===== src/pwm_period_duty_register_calc_unit_assert.svh =====
// assertion macros for the pwm period and duty register calculator
`ifndef PWM_PERIOD_DUTY_REGISTER_CALC_UNIT_ASSERT_SVH
`define PWM_PERIOD_DUTY_REGISTER_CALC_UNIT_ASSERT_SVH

// same-cycle implication, disabled while reset is asserted
`define PDRC_ASSERT_IMP(lbl, clk, rstn, ante, cons) \
	lbl: assert property (@(posedge clk) disable iff (!rstn) (ante) |-> (cons)) \
		else $error("pdrc assertion failed");

// next-cycle implication, disabled while reset is asserted
`define PDRC_ASSERT_NXT(lbl, clk, rstn, ante, cons) \
	lbl: assert property (@(posedge clk) disable iff (!rstn) (ante) |=> (cons)) \
		else $error("pdrc assertion failed");

`endif


===== src/pdrc_pkg.sv =====
// shared types and constants of the pwm period and duty register calculator
`timescale 1ns / 1ps
package pdrc_pkg;

	localparam int NUM_CHANNELS_DEF = 8;

	localparam int VALUE_W  = 32;
	localparam int CLOCK_W  = 8;
	localparam int NUM_W    = VALUE_W + CLOCK_W;
	localparam int CH_W     = 4;
	localparam int MASK_W   = 16;
	localparam int COUNT_W  = 16;
	localparam int CFG_IDX_W = 2;

	// 1000 * p = 125 * 2^(log2(p) + 3): one divide by 125, then a shift per prescaler
	localparam int DIV_CONST   = 125;
	localparam int REM_W       = 7;
	localparam int DIGIT_W     = 8;
	localparam int DIVX_W      = REM_W + DIGIT_W;
	localparam int DPROD_W     = 30;
	// floor(x / 125) = (x * 33555) >> 22 for every x below 2^15
	localparam int RECIP_MUL   = 33555;
	localparam int RECIP_SHIFT = 22;
	localparam int DIV_STEPS   = NUM_W / DIGIT_W;
	localparam int CNT_W       = 3;
	localparam int SHAMT_W     = 4;
	localparam int SUM_W       = 34;
	localparam int ROUND_BASE  = 4;
	localparam int DIV_SHIFT   = 3;
	localparam int COUNT_LIMIT = 65536;

	// log2 of the prescalers 1, 8, 64 and 256
	localparam logic [SHAMT_W-1:0] PS_LOG2_1   = 4'd0;
	localparam logic [SHAMT_W-1:0] PS_LOG2_8   = 4'd3;
	localparam logic [SHAMT_W-1:0] PS_LOG2_64  = 4'd6;
	localparam logic [SHAMT_W-1:0] PS_LOG2_256 = 4'd8;

	localparam logic [CLOCK_W-1:0]   CLOCK_MHZ_RESET = 8'd40;
	localparam logic [COUNT_W-1:0]   PERIOD_RESET    = 16'hFFFF;
	localparam logic [CH_W-1:0]      COUNTER_RESET_CH = 4'd3;

	localparam logic [CFG_IDX_W-1:0] CFG_CLOCK_MHZ     = 2'd0;
	localparam logic [CFG_IDX_W-1:0] CFG_WRITE_ALLOWED = 2'd1;

	typedef enum logic [1:0] {
		OP_SET_PERIOD = 2'd0,
		OP_SELECT     = 2'd1,
		OP_DUTY       = 2'd2,
		OP_UNKNOWN    = 2'd3
	} op_t;

	typedef enum logic [2:0] {
		ST_OK           = 3'd0,
		ST_NOT_WRITABLE = 3'd1,
		ST_NOT_ENABLED  = 3'd2,
		ST_NO_CHANNEL   = 3'd3,
		ST_BAD_PERIOD   = 3'd4,
		ST_BAD_REQUEST  = 3'd5
	} status_t;

	typedef enum logic [2:0] {
		S_IDLE,
		S_DECODE,
		S_MULT,
		S_DIV,
		S_EVAL,
		S_FINISH
	} state_t;

	typedef struct packed {
		logic load;
		logic decode;
		logic mult;
		logic div_step;
		logic eval;
		logic write_out;
	} cmd_t;

	typedef struct packed {
		logic needs_math;
		logic div_last;
		logic eval_last;
		logic out_free;
	} stat_t;

endpackage


===== src/pdrc_ctrl.sv =====
// sequencer of the pwm period and duty register calculator
`timescale 1ns / 1ps
module pdrc_ctrl (
	input  logic           clk,
	input  logic           arst_n,
	input  logic           in_valid,
	output logic           in_stall,
	input  pdrc_pkg::stat_t stat,
	output pdrc_pkg::cmd_t  cmd
);
	import pdrc_pkg::*;

	state_t state_q, state_d;

	always_ff @(posedge clk or negedge arst_n) begin
		if (!arst_n) begin
			state_q <= S_IDLE;
		end else begin
			state_q <= state_d;
		end
	end

	always_comb begin
		state_d = state_q;
		unique case (state_q)
			S_IDLE: begin
				if (in_valid) state_d = S_DECODE;
			end
			S_DECODE: begin
				state_d = stat.needs_math ? S_MULT : S_FINISH;
			end
			S_MULT: begin
				state_d = S_DIV;
			end
			S_DIV: begin
				if (stat.div_last) state_d = S_EVAL;
			end
			S_EVAL: begin
				if (stat.eval_last) state_d = S_FINISH;
			end
			S_FINISH: begin
				if (stat.out_free) state_d = S_IDLE;
			end
			default: begin
				state_d = S_IDLE;
			end
		endcase
	end

	always_comb begin
		cmd = '0;
		in_stall = 1'b1;
		unique case (state_q)
			S_IDLE: begin
				in_stall = 1'b0;
				cmd.load = in_valid;
			end
			S_DECODE: cmd.decode = 1'b1;
			S_MULT:   cmd.mult = 1'b1;
			S_DIV:    cmd.div_step = 1'b1;
			S_EVAL:   cmd.eval = 1'b1;
			S_FINISH: cmd.write_out = stat.out_free;
			default: begin
				in_stall = 1'b1;
			end
		endcase
	end

endmodule


===== src/pdrc_datapath.sv =====
// registers, multiplier, divide by 125 and count evaluation
`timescale 1ns / 1ps
module pdrc_datapath #(
	parameter int NUM_CHANNELS = pdrc_pkg::NUM_CHANNELS_DEF
) (
	input  logic                              clk,
	input  logic                              arst_n,
	input  logic                              cfg_we,
	input  logic [pdrc_pkg::CFG_IDX_W-1:0]    cfg_index,
	input  logic [pdrc_pkg::CLOCK_W-1:0]      cfg_wdata,
	input  logic [1:0]                        opcode,
	input  logic [pdrc_pkg::VALUE_W-1:0]      operand,
	input  logic                              out_stall,
	output logic                              out_valid,
	output logic [2:0]                        status,
	output logic [1:0]                        prescale_index,
	output logic [pdrc_pkg::COUNT_W-1:0]      period_value,
	output logic [pdrc_pkg::CH_W-1:0]         active_channel,
	output logic [pdrc_pkg::COUNT_W-1:0]      compare_value,
	output logic                              counter_cleared,
	input  pdrc_pkg::cmd_t                    cmd,
	output pdrc_pkg::stat_t                   stat
);
	import pdrc_pkg::*;

	localparam logic [CH_W:0] NCH = (CH_W+1)'(NUM_CHANNELS);

	// configuration and architectural state
	logic [CLOCK_W-1:0] clock_mhz_q;
	logic               write_allowed_q;
	logic [CH_W-1:0]    sel_ch_q;
	logic [MASK_W-1:0]  enable_mask_q;
	logic [1:0]         prescale_q;
	logic [COUNT_W-1:0] period_q;

	// per-command working registers
	op_t                op_q;
	logic [VALUE_W-1:0] value_q;
	logic [NUM_W-1:0]   num_q;
	logic [REM_W-1:0]   rem_q;
	logic [CNT_W-1:0]   cnt_q;
	logic [1:0]         k_q;
	status_t            res_status_q;
	logic [COUNT_W-1:0] res_compare_q;
	logic               res_cleared_q;

	logic                out_valid_q;
	logic [2:0]          out_status_q;
	logic [1:0]          out_prescale_q;
	logic [COUNT_W-1:0]  out_period_q;
	logic [CH_W-1:0]     out_channel_q;
	logic [COUNT_W-1:0]  out_compare_q;
	logic                out_cleared_q;

	status_t             chk;
	logic [NUM_W-1:0]    prod;
	logic [DIVX_W-1:0]   div_x;
	logic [DPROD_W-1:0]  div_prod;
	logic [DIGIT_W-1:0]  div_q;
	logic [DIVX_W-1:0]   div_r;
	logic [SHAMT_W-1:0]  ps_log2;
	logic [SHAMT_W-1:0]  shamt;
	logic [SUM_W-1:0]    sum;
	logic [SUM_W-1:0]    cand;
	logic                fits;
	logic [COUNT_W-1:0]  cand_m1;
	logic                ch_clears;

	// duty write checks, in priority order
	always_comb begin
		priority if (!write_allowed_q) begin
			chk = ST_NOT_WRITABLE;
		end else if (!enable_mask_q[sel_ch_q]) begin
			chk = ST_NOT_ENABLED;
		end else if ({1'b0, sel_ch_q} >= NCH) begin
			chk = ST_NO_CHANNEL;
		end else begin
			chk = ST_OK;
		end
	end

	assign ch_clears = (sel_ch_q == COUNTER_RESET_CH);
	assign prod = NUM_W'(value_q) * NUM_W'(clock_mhz_q);

	// one byte of the divide by 125, quotient digit by reciprocal multiply
	assign div_x    = {rem_q, num_q[NUM_W-1 -: DIGIT_W]};
	assign div_prod = DPROD_W'(div_x) * DPROD_W'(RECIP_MUL);
	assign div_q    = div_prod[RECIP_SHIFT +: DIGIT_W];
	assign div_r    = div_x - DIVX_W'(div_q) * DIVX_W'(DIV_CONST);

	always_comb begin
		unique case (k_q)
			2'd0: ps_log2 = PS_LOG2_1;
			2'd1: ps_log2 = PS_LOG2_8;
			2'd2: ps_log2 = PS_LOG2_64;
			2'd3: ps_log2 = PS_LOG2_256;
		endcase
	end

	// round and scale: (Q + 2^(s-1)) >> s with s = log2(p) + 3
	assign shamt   = ps_log2 + SHAMT_W'(DIV_SHIFT);
	assign sum     = num_q[SUM_W-1:0] + (SUM_W'(ROUND_BASE) << ps_log2);
	assign cand    = sum >> shamt;
	assign fits    = (cand != '0) && (cand <= SUM_W'(COUNT_LIMIT));
	assign cand_m1 = COUNT_W'(cand - SUM_W'(1));

	assign stat.needs_math = (op_q == OP_SET_PERIOD) ||
		((op_q == OP_DUTY) && (chk == ST_OK) && (value_q != '0));
	assign stat.div_last  = (cnt_q == CNT_W'(DIV_STEPS - 1));
	assign stat.eval_last = (op_q == OP_DUTY) || fits || (k_q == 2'd3);
	assign stat.out_free  = !out_valid_q || !out_stall;

	always_ff @(posedge clk or negedge arst_n) begin
		if (!arst_n) begin
			clock_mhz_q     <= CLOCK_MHZ_RESET;
			write_allowed_q <= 1'b1;
			sel_ch_q        <= '0;
			enable_mask_q   <= '0;
			prescale_q      <= '0;
			period_q        <= PERIOD_RESET;
			out_valid_q     <= 1'b0;
		end else begin
			if (cfg_we && (cfg_index == CFG_CLOCK_MHZ)) clock_mhz_q <= cfg_wdata;
			if (cfg_we && (cfg_index == CFG_WRITE_ALLOWED)) write_allowed_q <= cfg_wdata[0];
			if (cmd.decode && (op_q == OP_SELECT)) begin
				sel_ch_q      <= value_q[CH_W-1:0];
				enable_mask_q <= enable_mask_q | (MASK_W'(1) << value_q[CH_W-1:0]);
			end
			if (cmd.eval && (op_q == OP_SET_PERIOD) && fits) begin
				prescale_q <= k_q;
				period_q   <= cand_m1;
			end
			if (cmd.write_out) begin
				out_valid_q <= 1'b1;
			end else if (!out_stall) begin
				out_valid_q <= 1'b0;
			end
		end
	end

	always_ff @(posedge clk) begin
		if (cmd.load) begin
			op_q    <= op_t'(opcode);
			value_q <= operand;
		end
		if (cmd.decode) begin
			res_compare_q <= '0;
			res_cleared_q <= 1'b0;
			unique case (op_q)
				OP_SET_PERIOD: begin
					res_status_q <= ST_OK;
					k_q <= 2'd0;
				end
				OP_SELECT: res_status_q <= ST_OK;
				OP_DUTY: begin
					res_status_q  <= chk;
					res_cleared_q <= (chk == ST_OK) && ch_clears;
					k_q <= prescale_q;
				end
				OP_UNKNOWN: res_status_q <= ST_BAD_REQUEST;
				default: res_status_q <= ST_BAD_REQUEST;
			endcase
		end
		if (cmd.mult) begin
			num_q <= prod;
			rem_q <= '0;
			cnt_q <= '0;
		end
		if (cmd.div_step) begin
			rem_q <= div_r[REM_W-1:0];
			num_q <= {num_q[NUM_W-DIGIT_W-1:0], div_q};
			cnt_q <= cnt_q + CNT_W'(1);
		end
		if (cmd.eval) begin
			if (op_q == OP_DUTY) begin
				res_compare_q <= cand_m1;
				res_cleared_q <= ch_clears;
			end else if (fits) begin
				res_cleared_q <= 1'b1;
			end else if (k_q == 2'd3) begin
				res_status_q <= ST_BAD_PERIOD;
			end else begin
				k_q <= k_q + 2'd1;
			end
		end
		if (cmd.write_out) begin
			out_status_q   <= res_status_q;
			out_prescale_q <= prescale_q;
			out_period_q   <= period_q;
			out_channel_q  <= sel_ch_q;
			out_compare_q  <= res_compare_q;
			out_cleared_q  <= res_cleared_q;
		end
	end

	assign out_valid       = out_valid_q;
	assign status          = out_status_q;
	assign prescale_index  = out_prescale_q;
	assign period_value    = out_period_q;
	assign active_channel  = out_channel_q;
	assign compare_value   = out_compare_q;
	assign counter_cleared = out_cleared_q;

endmodule


===== src/pwm_period_duty_register_calc_unit.sv =====
// top level of the pwm period and duty register calculator
//
// usage: one command word enters on in_valid / in_stall (opcode, operand) and
// one result word leaves on out_valid / out_stall for every command.
// opcodes: set period (value in ns), select channel, write duty (ns), unknown.
// timing: a word is taken when in_valid is high and in_stall is low; the block
// then holds in_stall high until that word's result is in the output register.
// path: select, unknown and rejected or zero duty writes go from decode straight
// to finish; a duty conversion and a period pass through the multiply, a 5-step
// divide by 125 (one quotient byte per cycle by reciprocal multiply) and an
// evaluation, with up to four prescaler trials for a period.
// throughput: one command at a time; in_stall falls in the same cycle that
// out_valid rises, so the next word can then be taken.
// stall: a result waits in the output register while out_stall is high; the
// next command may be accepted meanwhile but cannot finish until it leaves.
// reset: arst_n clears the channel state, period to 0xffff, clock_mhz to 40
// and write permission to 1; the user is to write configuration on cfg_we
// only while the block is idle, which the block itself does not enforce.
`timescale 1ns / 1ps
module pwm_period_duty_register_calc_unit #(
	parameter int NUM_CHANNELS = pdrc_pkg::NUM_CHANNELS_DEF
) (
	input  logic                           clk,
	input  logic                           arst_n,
	input  logic                           cfg_we,
	input  logic [pdrc_pkg::CFG_IDX_W-1:0] cfg_index,
	input  logic [pdrc_pkg::CLOCK_W-1:0]   cfg_wdata,
	input  logic                           in_valid,
	output logic                           in_stall,
	input  logic [1:0]                     opcode,
	input  logic [pdrc_pkg::VALUE_W-1:0]   operand,
	output logic                           out_valid,
	input  logic                           out_stall,
	output logic [2:0]                     status,
	output logic [1:0]                     prescale_index,
	output logic [pdrc_pkg::COUNT_W-1:0]   period_value,
	output logic [pdrc_pkg::CH_W-1:0]      active_channel,
	output logic [pdrc_pkg::COUNT_W-1:0]   compare_value,
	output logic                           counter_cleared
);
	import pdrc_pkg::*;
	`include "pwm_period_duty_register_calc_unit_assert.svh"

	// command and status between sequencer and datapath
	cmd_t  cmd;
	stat_t stat;

	pdrc_ctrl u_ctrl (
		.clk      (clk),
		.arst_n   (arst_n),
		.in_valid (in_valid),
		.in_stall (in_stall),
		.stat     (stat),
		.cmd      (cmd)
	);

	pdrc_datapath #(
		.NUM_CHANNELS (NUM_CHANNELS)
	) u_datapath (
		.clk             (clk),
		.arst_n          (arst_n),
		.cfg_we          (cfg_we),
		.cfg_index       (cfg_index),
		.cfg_wdata       (cfg_wdata),
		.opcode          (opcode),
		.operand         (operand),
		.out_stall       (out_stall),
		.out_valid       (out_valid),
		.status          (status),
		.prescale_index  (prescale_index),
		.period_value    (period_value),
		.active_channel  (active_channel),
		.compare_value   (compare_value),
		.counter_cleared (counter_cleared),
		.cmd             (cmd),
		.stat            (stat)
	);

	// an accepted word keeps the input side busy in the next cycle
	`PDRC_ASSERT_NXT(a_accept_busy, clk, arst_n, in_valid && !in_stall, in_stall)
	// the input side frees up only together with a fresh result
	`PDRC_ASSERT_IMP(a_free_has_result, clk, arst_n, $fell(in_stall), out_valid)
	// a new result only appears at the end of a busy command
	`PDRC_ASSERT_IMP(a_result_from_busy, clk, arst_n, $rose(out_valid), $past(in_stall))

endmodule

===== config.mk =====
export PLATFORM = sky130hd
export DESIGN_NAME = pwm_period_duty_register_calc_unit
export DESIGN_NICKNAME = d
export VERILOG_FILES = /design/src/pdrc_pkg.sv /design/src/pdrc_ctrl.sv /design/src/pdrc_datapath.sv /design/src/pwm_period_duty_register_calc_unit.sv
export VERILOG_INCLUDE_DIRS = /design/src /design/src/src
export SDC_FILE = /design/constraint.sdc
export NUM_CORES = 1
export LEC_CHECK = 0
export BUFFER_PORTS_ARGS = -buffer_cell sky130_fd_sc_hd__buf_2
export CORE_MARGIN = 4
export CORE_UTILIZATION = 60
export DETAILED_ROUTE_END_ITERATION = 16
export PLACE_DENSITY = 0.78
export REMOVE_ABC_BUFFERS = 1
export SETUP_SLACK_MARGIN = 0.02
export SLEW_MARGIN = 5
export SYNTH_ARGS = -nofsm -noshare
export SYNTH_HDL_FRONTEND = slang
export SYNTH_HIERARCHICAL = 1
export SYNTH_SLANG_ARGS = --single-unit
export TNS_END_PERCENT = 50

===== constraint.sdc =====
create_clock -name clk -period 10.1 [get_ports clk]
set_input_delay 1.01 -clock clk [delete_from_list [all_inputs] [get_ports clk]]
set_output_delay 1.01 -clock clk [all_outputs]
set_load 0.02 [all_outputs]

; Word-level counts from Yosys, hierarchy flattened
; Index checks and enable logic that the tools add are counted.
[totals]
reg_bits = 199
out_inout_bits = 44
elab_cells = 130
[classes]
n_addsub = 6
n_mul = 3
magnitude_cmp = 3
eq_ne = 19
n_shift = 3
mux = 47
n_bitwise = 1
reduce_logical = 25
[ops]
columns = cell, count
row1 = two-way mux 40 bit, 2
row2 = two-way mux 16 bit, 3
row3 = two-way mux 3 bit, 14
row4 = multiplier 32 x 8 -> 40 bit, 1
row5 = adder 34 bit, 1
row6 = <= comparator 34 x 17 -> 1 bit (second input constant), 1
row7 = nonzero test 34 bit, 1
row8 = left shift 3 x 4 -> 34 bit (first input constant), 1
row9 = >> shifter 34 x 4 -> 34 bit, 1
row10 = nonzero test 32 bit, 1
row11 = multiplier 15 x 16 -> 30 bit (second input constant), 1
row12 = case mux 3 bit (6 select lines), 1
row13 = OR 16 bit, 1
row14 = case mux 4 bit (4 select lines), 1
row15 = left shift 1 x 4 -> 16 bit (first input constant), 1
row16 = subtractor 16 x 1 -> 16 bit (second input constant), 1
row17 = two-way mux 1 bit, 15
row18 = two-way mux 7 bit, 2
row19 = two-way mux 2 bit, 6
row20 = == test 3 bit (second input constant), 3
row21 = logical AND 1 bit, 9
row22 = case mux 3 bit (3 select lines), 1
row23 = == test 2 bit (second input constant), 4
row24 = multiplier 8 x 7 -> 7 bit (second input constant), 1
row25 = 21 further kinds, 34

; Logic depth before layout (Yosys ltp)
; Gate-level depths: netlist of run 1.
[depth]
ltp_word = 11
depth_mapped = 37
depth_no_buf = 37

; Cells and area by module
; The synthesis of run 1 kept the hierarchy.
[modules_own_cells]
columns = module, n_inst, cells_each, area_per_inst_um2, seq_area_each_um2
row1 = pdrc_datapath, 1, 2394, 22694.3, 5449.0
row2 = pdrc_ctrl, 1, 30, 262.8, 75.1

; Least setup slack after synthesis of run 1
; OpenSTA, ideal clock, no wires.
[synth_path]
path_type = flip-flop to flip-flop
from = register u_datapath.rem_q[6]
to = register u_datapath.rem_q[6] (data pin)
setup_time_ns = 0.255
arrival_time_ns = 7.762
required_ns = 9.845
path_slack_ns = 2.083
path_stages_with_launch = 32
n_path_buf = 0
path_cell_list = edfxtp_1 -> ha_1 -> inv_1 -> fa_1 -> inv_1 -> fa_1 -> inv_1 -> fa_1 -> fa_1 -> ha_1 -> ha_1 -> a21o_1 -> a221oi_1 -> o21bai_1 -> a21o_1 -> a21oi_1 -> o31ai_1 -> a2111oi_0 -> o31ai_1 -> xnor2_1 -> fa_1 -> fa_1 -> inv_1 -> fa_1 -> inv_1 -> ha_1 -> a21oi_1 -> xnor2_1 -> xnor2_1 -> xnor3_1 -> xnor2_1 -> and2_1
[synth_between]
elab_chain_cells = 4
[synth_rtl]
columns = element, line_no
row1 = start: declaration, pdrc_datapath.sv:40  ; logic [REM_W-1:0] rem_q;
row2 = start signal: assignment, pdrc_datapath.sv:170  ; rem_q <= div_r[REM_W-1:0];
row3 = multiplier 15 x 16 -> 30 bit, pdrc_datapath.sv:87  ; assign div_prod = DPROD_W'(div_x) * DPROD_W'(RECIP_MUL);
row4 = multiplier 8 x 7 -> 7 bit, pdrc_datapath.sv:89  ; assign div_r = div_x - DIVX_W'(div_q) * DIVX_W'(DIV_CONST);
row5 = subtractor 7 bit, pdrc_datapath.sv:89
row6 = two-way mux 7 bit, pdrc_datapath.sv:169  ; if (cmd.div_step) begin
; Every way passes these cells.
; A chain may end at the register's enable or synchronous reset.

; Worst setup path in the final report of run 1
[layout_path]
from = register u_datapath.num_q[33]
to = register u_datapath.rem_q[6] (data pin)
[layout_between]
elab_chain_cells = 4
[layout_rtl]
columns = element, line_no
row1 = start: declaration, pdrc_datapath.sv:39  ; logic [NUM_W-1:0] num_q;
row2 = start signal: assignment, pdrc_datapath.sv:165  ; num_q <= prod;
row3 = start signal: assignment, pdrc_datapath.sv:171  ; num_q <= {num_q[NUM_W-DIGIT_W-1:0], div_q};
row4 = multiplier 15 x 16 -> 30 bit, pdrc_datapath.sv:87
row5 = multiplier 8 x 7 -> 7 bit, pdrc_datapath.sv:89
row6 = subtractor 7 bit *, pdrc_datapath.sv:89
row7 = two-way mux 7 bit *, pdrc_datapath.sv:169
; Mark *: on every way between the ends. The rest lies on a longest branch, timed or not.

==> reports/results.tsv, run 1 <==
stage	metric	value	unit
outcome	outcome	complete, no violations	
synth	Yosys cell types	100	
cts	hold_buf cts	0	
synth	most frequent cell after synthesis	inv_1	
route	Starting DRT DRC Count	1542	
synth	part of the Yosys area used for sequential elements	24.1	%
timing	Final setup viols	0	
setup_path	Worst path depth	30	
synth	Synth Instances	2424	
setup_path	CP required	10.33	ns
die	Die Wd	204	um
route	Remaining DRCs	0	
global_route	vias in the first global route	18370	
worst_hold_path	cell count of the worst hold path	0	
worst_hold_path	Hold EP	u_datapath/compare_value[7]	
setup_path	WP data arrival	9.08	ns
route	first-pass iteration count of the detailed router	7	
worst_hold_path	HP Start	u_datapath/res_compare_q[7]	
cells_and_area	Finished Cell Area	24200	um2
global_route	M2 GR Usage	47.2	%
cells_and_area	Layout area overhead	5.47	%
timing	setup ws final	1.25	ns
route	via count	17833	
cts	CTS Buf Count	17	
synth	Ys Warns	6	
timing	RSZ-0062 raised after global routing	no	
cts	CTS tree	done	
global_route	grt ovf	0	
cells_and_area	share of cells above drive strength 1	10.2	%
cts	Setup Buffers After CTS	0	
setup_path	Worst Path Max Fanout	13	
cts	Clock transition at path regs	0.09	ns
route	ANT nets after route	0	
placement	Post-DP Area	23600	um2
cts	root buf cell	clkbuf_16	
synth	Yosys top cell area share	19.4	%
cells_and_area	Antenna diodes	0	
setup_path	FF-to-FF End	u_datapath/rem_q[6]	
die	# IOs	93	
cts	CTS resizes	0	
worst_hold_path	worst hold path class	reg -> reg	
route	wire length reported by the detailed router	57.5	mm
synth	most frequent cells after synthesis	inv_1, nand2_1, fa_1, ha_1, edfxtp_1	
global_route	met3 Use GR	4.37	%
placement	Port Buffer Count	92	
synth	Seq cells post-synth	199	
die	die height	204	um
route	Wirelength per Cell	19.5	um
timing	Tcrit/Tclk final	87.6	%
timing	Worst slew margin	14.1	%
placement	DP Worst Slack	1.34	ns
die	# rows	71	
cells_and_area	Layout Cells excl Fill	2947	
cts	Clk Latency, worst-skew pair	0.47	ns
timing	Period minus WS final	8.85	ns
synth	Main synth FF type	edfxtp_1	
setup_path	Crit path buffers/inverters	5	
cells_and_area	register area	5520	um2
setup_path	r2r worst-path depth	30	
setup_path	element type at the critical path end	flop	
die	area of the core	37700	um2
synth	Netlist Area Pre-Place	23000	um2
cells_and_area	area of the multi-input gates	15700	um2
setup_path	Reg-to-Reg Start	u_datapath/num_q[33]	
global_route	first-pass GRT wire length	94.6	mm
setup_path	slowest stage cell, crit path	o31ai_1	
cts	CTS Sinks	199	
cts	H-tree depth	4	
setup_path	Critical Path Source Type	flop	
setup_path	R2R setup slack	1.25	ns
global_route	global route hottest layer	met2	
synth	main area contributors after synthesis	fa_1, edfxtp_1, ha_1	
die	full die area	41500	um2
cts	CTS Buffer Depth	2	
global_route	GRT met1 Usage	37.6	%
die	Initial Utilization	60.9	%
timing	Slew Viols, Final	0	
placement	hpwl dp	44.6	mm
global_route	largest net degree at the start of global routing	85	
cells_and_area	layout filler cell count	3053	
synth	average size of a mapped cell	9.47	um2
timing	Hold Violations, Final	0	
timing	final setup TNS	0	ns
cells_and_area	Layout Nets	2907	
synth	Post-synth EDFFs	126	
route	routed vias/inst	6.05	
timing	clk_skew	0.0253	ns
synth	Async S/R FF share, synth	25.6	%
timing	fmax	113	MHz
placement	GP Congestion	0.953	
placement	Cells after DPL	2915	
job	Maximum Capacitance Violations	0	
setup_path	critical path's top delay family	adder cells	
setup_path	CP Class	reg -> reg	
synth	Yosys top cell by area	fa_1	
global_route	initial antenna violation count	0	
global_route	gr usage total	28.1	%
setup_path	CP peak stage delay	0.72	ns
timing	Worst Tran Pin Value	1.29	ns
## worst register-to-register path: cells and delay by family (launching register included)
family	cells	cell delay (ns)
adder cells (fa/ha/maj)	12	4.75
AO/OA/AOI/OAI	7	1.75
XOR/XNOR	5	1.07
flip-flops	1	0.62
buffers and inverters	5	0.28
AND/OR/NAND/NOR	1	0.18
## through the flow
stage,hold WS [ns],util (%)
global placement,0.417,62.8
detailed placement,0.416,62.8
floorplan,0.401,-
global route,0.446,64.3
finish,0.425,64.3
CTS,0.428,64.3
## worst max-delay path by stage
stage	startpoint	to	slack [ns]
global placement	u_datapath/num_q[33]	u_datapath/rem_q[6]	1.49
finish	u_datapath/num_q[33]	u_datapath/rem_q[6]	1.25
detailed placement	u_datapath/num_q[33]	u_datapath/rem_q[6]	1.34
CTS	u_datapath/num_q[33]	u_datapath/rem_q[6]	1.31
floorplan	u_datapath/rem_q[6]	u_datapath/rem_q[6]	2.08
global route	u_datapath/rem_q[5]	u_datapath/rem_q[6]	0.80
## layout make-up
cell class / instances / share of cell area [%]
clock buffer: 19 / 1.79
clock inverter: 13 / 0.537
inverter: 316 / 4.90
multi-input combinational: 1785 / 65.0
sequential: 199 / 22.8
tap: 511 / 2.64
timing repair buffer: 104 / 2.27
## cells in the final DEF (no fill, tap or decap), types with 9 or more instances in the layout
cell | netlist | final
a2111oi_0 | 11 | 11
a211o_1 | 10 | 10
a211oi_1 | 14 | 14
a21o_1 | 36 | 36
a21oi_1 | 89 | 89
a22oi_1 | 10 | 10
a31oi_1 | 10 | 10
and2_1 | 124 | 124
and3_1 | 13 | 13
buf_2 | 7 | 92
buf_4 | 0 | 12
clkbuf_16 | 0 | 17
dfrtp_1 | 32 | 32
dfstp_2 | 19 | 19
dfxtp_1 | 22 | 22
edfxtp_1 | 126 | 126
fa_1 | 222 | 222
ha_1 | 213 | 212
inv_1 | 314 | 314
mux2_2 | 22 | 22
mux2i_1 | 29 | 29
mux4_2 | 13 | 13
nand2_1 | 284 | 284
nand2b_1 | 23 | 23
nand3_1 | 53 | 53
nand4_1 | 16 | 16
nor2_1 | 77 | 75
nor2b_1 | 20 | 20
nor3_1 | 21 | 21
nor4_1 | 16 | 16
o211ai_1 | 27 | 27
o21a_1 | 20 | 20
o21ai_0 | 104 | 104
o21bai_1 | 18 | 18
o31ai_1 | 9 | 9
or2_2 | 19 | 19
or3_1 | 14 | 14
xnor2_1 | 71 | 70
xor2_1 | 30 | 29
## routing by layer
layer	wire, um	share of wire [%]	up-vias
met1	24300	42	8689
li1	-	-	8265
met3	3720	6.5	154
met4	1810	3.1	0
met2	27700	48	725
met5	0	0	-
## sequential cells by signal, summed over array words and instances (netlist names)
| signal | flops |
|---|---|
| u_datapath/op_q | 2 |
| u_datapath/status | 3 |
| u_datapath/res_cleared_q | 1 |
| u_datapath/compare_value | 16 |
| u_datapath/active_channel | 4 |
| u_datapath/num_q | 40 |
| u_ctrl/state_q | 3 |
| u_datapath/res_status_q | 3 |
| u_datapath/out_valid | 1 |
| u_datapath/res_compare_q | 16 |
| u_datapath/enable_mask_q | 16 |
| u_datapath/counter_cleared | 1 |
| u_datapath/period_value | 16 |
| u_datapath/prescale_q | 2 |
| u_datapath/clock_mhz_q | 8 |
| u_datapath/prescale_index | 2 |
| u_datapath/cnt_q | 3 |
| u_datapath/sel_ch_q | 4 |
| u_datapath/write_allowed_q | 1 |
| u_datapath/k_q | 2 |
| u_datapath/value_q | 32 |
| u_datapath/rem_q | 7 |
| u_datapath/period_q | 16 |
## logic make-up (layout without fill, tap and decap cells)
group	Yosys count	after routing	synth area share [%]
DFF	199	199	24.1
AOI/OAI and AO/OA	461	461	13.8
muxes	68	68	3.88
and+or+nand+nor	719	719	15.8
buffers and inverters	440	452	7.50
adders and majority gates	435	435	31.0
xor gates and xnor gates	102	102	3.95
Power of run 1 is left out: the tool's default activity adds up to more than one toggle a clock period on the data nets, which glitch-free logic cannot reach.
==> run 2, diff against run 1 <==
--- a/config.mk
+++ b/config.mk
@@ -10,7 +10,7 @@
 export CORE_MARGIN = 4
 export CORE_UTILIZATION = 60
 export DETAILED_ROUTE_END_ITERATION = 16
-export PLACE_DENSITY = 0.78
+export PLACE_DENSITY_LB_ADDON = 0.25
 export REMOVE_ABC_BUFFERS = 1
 export SETUP_SLACK_MARGIN = 0.02
 export SLEW_MARGIN = 5
==> reports/results.tsv, run 2 (synthesis gave the netlist of run 1 again) <==
stage	metric	value	unit	change
setup_path	WP data arrival	9.22	ns	was 9.08 ns
cells_and_area	share of cells above drive strength 1	10.3	%	was 10.2%
placement	Port Buffer Count	92		unchanged
global_route	gr usage total	27.7	%	was 28.1%
cts	H-tree depth	4		unchanged
setup_path	CP most frequent cell	fa_1		
setup_path	CP required	10.32	ns	was 10.33 ns
cts	CTS tree	done		unchanged
worst_hold_path	worst hold path class	reg -> reg		unchanged
timing	fmax	111	MHz	was 113 MHz
cells_and_area	Antenna diodes	0		unchanged
timing	clk_skew	0.0181	ns	was 0.0253 ns
route	wire length reported by the detailed router	57.4	mm	was 57.5 mm
global_route	GRT met1 Usage	38.6	%	was 37.6%
route	Remaining DRCs	0		unchanged
outcome	outcome	complete, no violations		unchanged
placement	hpwl dp	44.8	mm	was 44.6 mm
route	via count	17557		was 17833
setup_path	r2r worst-path depth	31		was 30
cells_and_area	Biggest register	u_datapath/num_q		unchanged
global_route	met3 Use GR	3.72	%	was 4.37%
global_route	vias in the first global route	17595		was 18370
setup_path	CP Class	reg -> reg		unchanged
timing	Final setup viols	0		unchanged
cts	root buf cell	clkbuf_16		unchanged
timing	Worst slew margin	16.7	%	was 14.1%
setup_path	R2R setup slack	1.10	ns	was 1.25 ns
setup_path	crit path to	u_datapath/rem_q[6]		unchanged
route	Starting DRT DRC Count	1373		was 1542
setup_path	element type at the critical path end	flop		unchanged
timing	RSZ-0062 raised after global routing	no		unchanged
cts	Clk Latency, worst-skew pair	0.46	ns	was 0.47 ns
die	Initial Utilization	60.9	%	unchanged
die	die height	204	um	unchanged
route	Wirelength per Cell	19.5	um	about the same
job	Maximum Capacitance Violations	0		unchanged
route	first-pass iteration count of the detailed router	7		unchanged
setup_path	Worst Path Max Fanout	4		was 13
cells_and_area	layout filler cell count	3080		was 3053
die	# rows	71		unchanged
cts	Setup Buffers After CTS	0		unchanged
setup_path	Critical Path Source Type	flop		unchanged
global_route	global route hottest layer	met2		unchanged
cells_and_area	Largest register FFs	40		unchanged
timing	final setup TNS	0	ns	unchanged
route	ANT nets after route	0		unchanged
global_route	grt ovf	0		unchanged
setup_path	CP startpoint	u_datapath/rem_q[6]		was u_datapath/num_q[33]
global_route	first-pass GRT wire length	92.9	mm	was 94.6 mm
cells_and_area	commonest cells after routing, fill and taps aside	inv_1, nand2_1, fa_1		unchanged
setup_path	slowest stage cell, crit path	a2111oi_0		was o31ai_1
timing	Tcrit/Tclk final	89.1	%	was 87.6%
cells_and_area	biggest regs	u_datapath/num_q: 40 flops, u_datapath/value_q: 32 flops		unchanged
cells_and_area	Layout Nets	2908		was 2907
global_route	largest net degree at the start of global routing	85		unchanged
timing	setup ws final	1.10	ns	was 1.25 ns
timing	Slew Viols, Final	0		unchanged
timing	Worst Tran Pin Value	1.25	ns	was 1.29 ns
die	Die Wd	204	um	unchanged
cts	CTS Sinks	199		unchanged
global_route	initial antenna violation count	0		unchanged
cells_and_area	register area	5520	um2	unchanged
cts	CTS resizes	0		unchanged
timing	Hold Violations, Final	0		unchanged
placement	DP Worst Slack	1.20	ns	was 1.34 ns
cells_and_area	commonest non-fill, non-tap cell in the layout	inv_1		unchanged
setup_path	Reg-to-Reg Start	u_datapath/rem_q[6]		was u_datapath/num_q[33]
cts	CTS Buf Count	17		unchanged
timing	Period minus WS final	9.00	ns	was 8.85 ns
cts	CTS Buffer Depth	2		unchanged
setup_path	CP peak stage delay	0.67	ns	was 0.72 ns
placement	GP Congestion	0.942		was 0.953
cells_and_area	Layout area overhead	5.92	%	was 5.47%
cts	hold_buf cts	0		unchanged
setup_path	FF-to-FF End	u_datapath/rem_q[6]		unchanged
die	full die area	41500	um2	unchanged
route	routed vias/inst	5.96		was 6.05
global_route	M2 GR Usage	46.5	%	was 47.2%
die	# IOs	93		unchanged
die	area of the core	37700	um2	unchanged
cts	Clock transition at path regs	0.09	ns	about the same
cells_and_area	area of the multi-input gates	15700	um2	unchanged
[run 2: cell types whose count changed in the layout (fill, tap and decap cells not counted), sizes merged]
cell	change
clkbuf	-2
clkinv	+2
clkinvlp	-2
buf	+1
bufinv	+1
inv	+1
[run 2: area by class of cell]
type	count	share of cell area, %
multi-input combinational	1785	64.8
timing repair buffer	105	2.29
sequential	199	22.7
inverter	316	4.88
clock inverter	15	0.962
clock buffer	17	1.75
tap	511	2.63
[run 2: worst max-delay path, delay by kind of cell, from the launching register on]
| family | cells | cell delay, ns |
|---|---|---|
| flip-flops | 1 | 0.48 |
| AO/OA/AOI/OAI | 9 | 2.20 |
| buffers and inverters | 5 | 0.28 |
| adder cells (fa/ha/maj) | 11 | 4.58 |
| XOR/XNOR | 5 | 1.01 |
| AND/OR/NAND/NOR | 1 | 0.18 |
[run 2: how the worst min path moves through the flow]
stage	startpoint	endpoint	slack, ns	depth (start not counted)
after detailed placement	u_datapath/res_cleared_q	u_datapath/counter_cleared	0.41	0
final	u_datapath/res_status_q[2]	u_datapath/status[2]	0.43	0
after floorplan	u_datapath/res_cleared_q	u_datapath/counter_cleared	0.40	0
after CTS	u_datapath/res_cleared_q	u_datapath/counter_cleared	0.44	0
after global placement	u_datapath/res_compare_q[4]	u_datapath/compare_value[4]	0.42	0
after global routing	u_datapath/res_status_q[2]	u_datapath/status[2]	0.45	0
[run 2: layer usage]
layer,part of all wire (%),vias to the layer above
met1,44,8612
met5,0,-
li1,-,8255
met3,5.6,85
met4,2.1,0
met2,49,605
[run 2: metrics by stage]
stage          utilization [%]  hold WS [ns]  area (um2)  instances
6_report                  64.6         0.434       24300       2948
5_1_grt                   64.6         0.449       24300       2948
4_1_cts                   64.6         0.436       24300       2948
3_5_place_dp              62.8         0.413       23700       2916
3_3_place_gp              62.8         0.416       23700       2916
2_1_floorplan                -         0.401       22400       2300
Power of run 2 is left out for the same reason.
==> run 3, diff against run 2 <==
--- a/config.mk
+++ b/config.mk
@@ -7,8 +7,10 @@
 export NUM_CORES = 1
 export LEC_CHECK = 0
 export BUFFER_PORTS_ARGS = -buffer_cell sky130_fd_sc_hd__buf_2
+export CELL_PAD_IN_SITES_DETAIL_PLACEMENT = 1
+export CELL_PAD_IN_SITES_GLOBAL_PLACEMENT = 2
 export CORE_MARGIN = 4
-export CORE_UTILIZATION = 60
+export CORE_UTILIZATION = 42
 export DETAILED_ROUTE_END_ITERATION = 16
 export PLACE_DENSITY_LB_ADDON = 0.25
 export REMOVE_ABC_BUFFERS = 1
==> reports/results.tsv, run 3 (synthesis gave the netlist of run 1 again) <==
stage	metric	value	unit	change
outcome	outcome	complete, no violations		unchanged
cells_and_area	share of cells above drive strength 1	10.6	%	was 10.3%
global_route	initial antenna violation count	0		unchanged
timing	RSZ-0062 raised after global routing	no		unchanged
setup_path	element type at the critical path end	flop		unchanged
route	via count	17730		was 17557
placement	Port Buffer Count	92		unchanged
global_route	first-pass GRT wire length	108	mm	was 92.9 mm
timing	Worst Tran Pin Value	1.25	ns	about the same
timing	fmax	110	MHz	was 111 MHz
setup_path	CP Class	reg -> reg		unchanged
die	full die area	58500	um2	was 41500 um2
cells_and_area	biggest regs	u_datapath/num_q: 40 flops, u_datapath/value_q: 32 flops		unchanged
setup_path	Worst Path Max Fanout	13		was 4
cells_and_area	Largest register FFs	40		unchanged
die	Die Wd	242	um	was 204 um
die	# rows	85		was 71
route	Starting DRT DRC Count	993		was 1373
setup_path	CP peak stage delay	0.75	ns	was 0.67 ns
timing	Tcrit/Tclk final	89.9	%	was 89.1%
timing	Final setup viols	0		unchanged
cts	CTS tree	done		unchanged
cts	CTS Buffer Depth	2		unchanged
route	first-pass iteration count of the detailed router	7		unchanged
placement	GP Congestion	0.900		was 0.942
cells_and_area	commonest cells after routing, fill and taps aside	inv_1, nand2_1, fa_1		unchanged
cells_and_area	Biggest register	u_datapath/num_q		unchanged
global_route	gr usage total	22.8	%	was 27.7%
timing	Period minus WS final	9.08	ns	was 9.00 ns
route	ANT nets after route	0		unchanged
die	# IOs	93		unchanged
cts	CTS Sinks	199		unchanged
global_route	vias in the first global route	19799		was 17595
die	die height	242	um	was 204 um
cts	H-tree depth	4		unchanged
setup_path	Critical Path Source Type	flop		unchanged
placement	hpwl dp	52.2	mm	was 44.8 mm
setup_path	WP data arrival	9.33	ns	was 9.22 ns
route	Remaining DRCs	0		unchanged
timing	Worst slew margin	14.7	%	was 16.7%
timing	final setup TNS	0	ns	unchanged
die	area of the core	53900	um2	was 37700 um2
timing	Slew Viols, Final	0		unchanged
job	Maximum Capacitance Violations	0		unchanged
cells_and_area	Antenna diodes	0		unchanged
cells_and_area	layout filler cell count	6123		was 3080
timing	setup ws final	1.02	ns	was 1.10 ns
setup_path	slowest stage cell, crit path	o31ai_1		was a2111oi_0
setup_path	CP required	10.35	ns	was 10.32 ns
cells_and_area	Layout Nets	2914		was 2908
cts	hold_buf cts	0		unchanged
route	Wirelength per Cell	20.9	um	was 19.5 um
global_route	largest net degree at the start of global routing	85		unchanged
cts	root buf cell	clkbuf_16		unchanged
route	routed vias/inst	5.65		was 5.96
global_route	grt ovf	0		unchanged
die	Initial Utilization	42.6	%	was 60.9%
route	wire length reported by the detailed router	65.7	mm	was 57.4 mm
cells_and_area	Layout area overhead	7.11	%	was 5.92%
cts	CTS resizes	0		unchanged
cts	Setup Buffers After CTS	0		unchanged
timing	clk_skew	0.0310	ns	was 0.0181 ns
cts	Clk Latency, worst-skew pair	0.51	ns	was 0.46 ns
timing	Hold Violations, Final	0		unchanged
cts	Clock transition at path regs	0.09	ns	about the same
placement	DP Worst Slack	1.02	ns	was 1.20 ns
worst_hold_path	worst hold path class	reg -> reg		unchanged
cts	CTS Buf Count	17		unchanged
cells_and_area	commonest non-fill, non-tap cell in the layout	inv_1		unchanged
==> run 3: worst paths after layout <==
| kind | startpoint | end | slack (ns) | cells after the start |
|---|---|---|---|---|
| setup / recovery | u_datapath/num_q[33] | u_datapath/rem_q[6] | 1.02 | 30 |
| hold / removal | u_datapath/res_compare_q[5] | u_datapath/compare_value[5] | 0.43 | 0 |
| setup reg to reg | u_datapath/num_q[33] | u_datapath/rem_q[6] | 1.02 | 30 |
| hold reg to reg | u_datapath/res_compare_q[5] | u_datapath/compare_value[5] | 0.43 | 0 |
| max in group asynchronous | arst_n | u_datapath/clock_mhz_q[4] | 8.97 | 2 |
| min in group asynchronous | arst_n | u_datapath/prescale_q[0] | 0.65 | 2 |
==> run 3: per-layer routing <==
metal / routed length, um / global-route usage (%) / up-vias
met3: 1750 / 2.96 / 74
met2: 32600 / 39.9 / 277
met4: 1260 / 6.25 / 0
li1: - / - / 8257
met5: 0 / 0 / -
met1: 30100 / 29.9 / 9122
==> run 3: area by class of cell <==
cell class / count / area (um2) / share of cell area, %
clock buffer: 17 / 425 / 1.73
clock inverter: 15 / 231 / 0.941
inverter: 316 / 1190 / 4.82
multi-input combinational: 1785 / 15700 / 64.0
sequential: 199 / 5520 / 22.5
tap: 696 / 871 / 3.54
timing repair buffer: 111 / 603 / 2.45
==> run 3: metrics by stage <==
| step | hold slack (ns) | utilization (%) | std cells | area [um2] |
|---|---|---|---|---|
| after global placement | 0.418 | 44.4 | 3107 | 23900 |
| after detailed placement | 0.417 | 44.4 | 3107 | 23900 |
| after floorplan | 0.401 | - | 2300 | 22400 |
| after CTS | 0.434 | 45.6 | 3139 | 24600 |
| final | 0.433 | 45.6 | 3139 | 24600 |
| after global routing | 0.446 | 45.6 | 3139 | 24600 |
==> run 3: worst max-delay path: cells and delay by family, from the launching register on <==
family / cells / cell delay [ns]
DFF: 1 / 0.62
and+or+nand+nor: 1 / 0.17
adders and majority gates: 12 / 4.76
AOI/OAI and AO/OA: 7 / 1.85
xor gates and xnor gates: 5 / 1.12
buffers and inverters: 5 / 0.30
Power of run 3 is left out for the same reason.
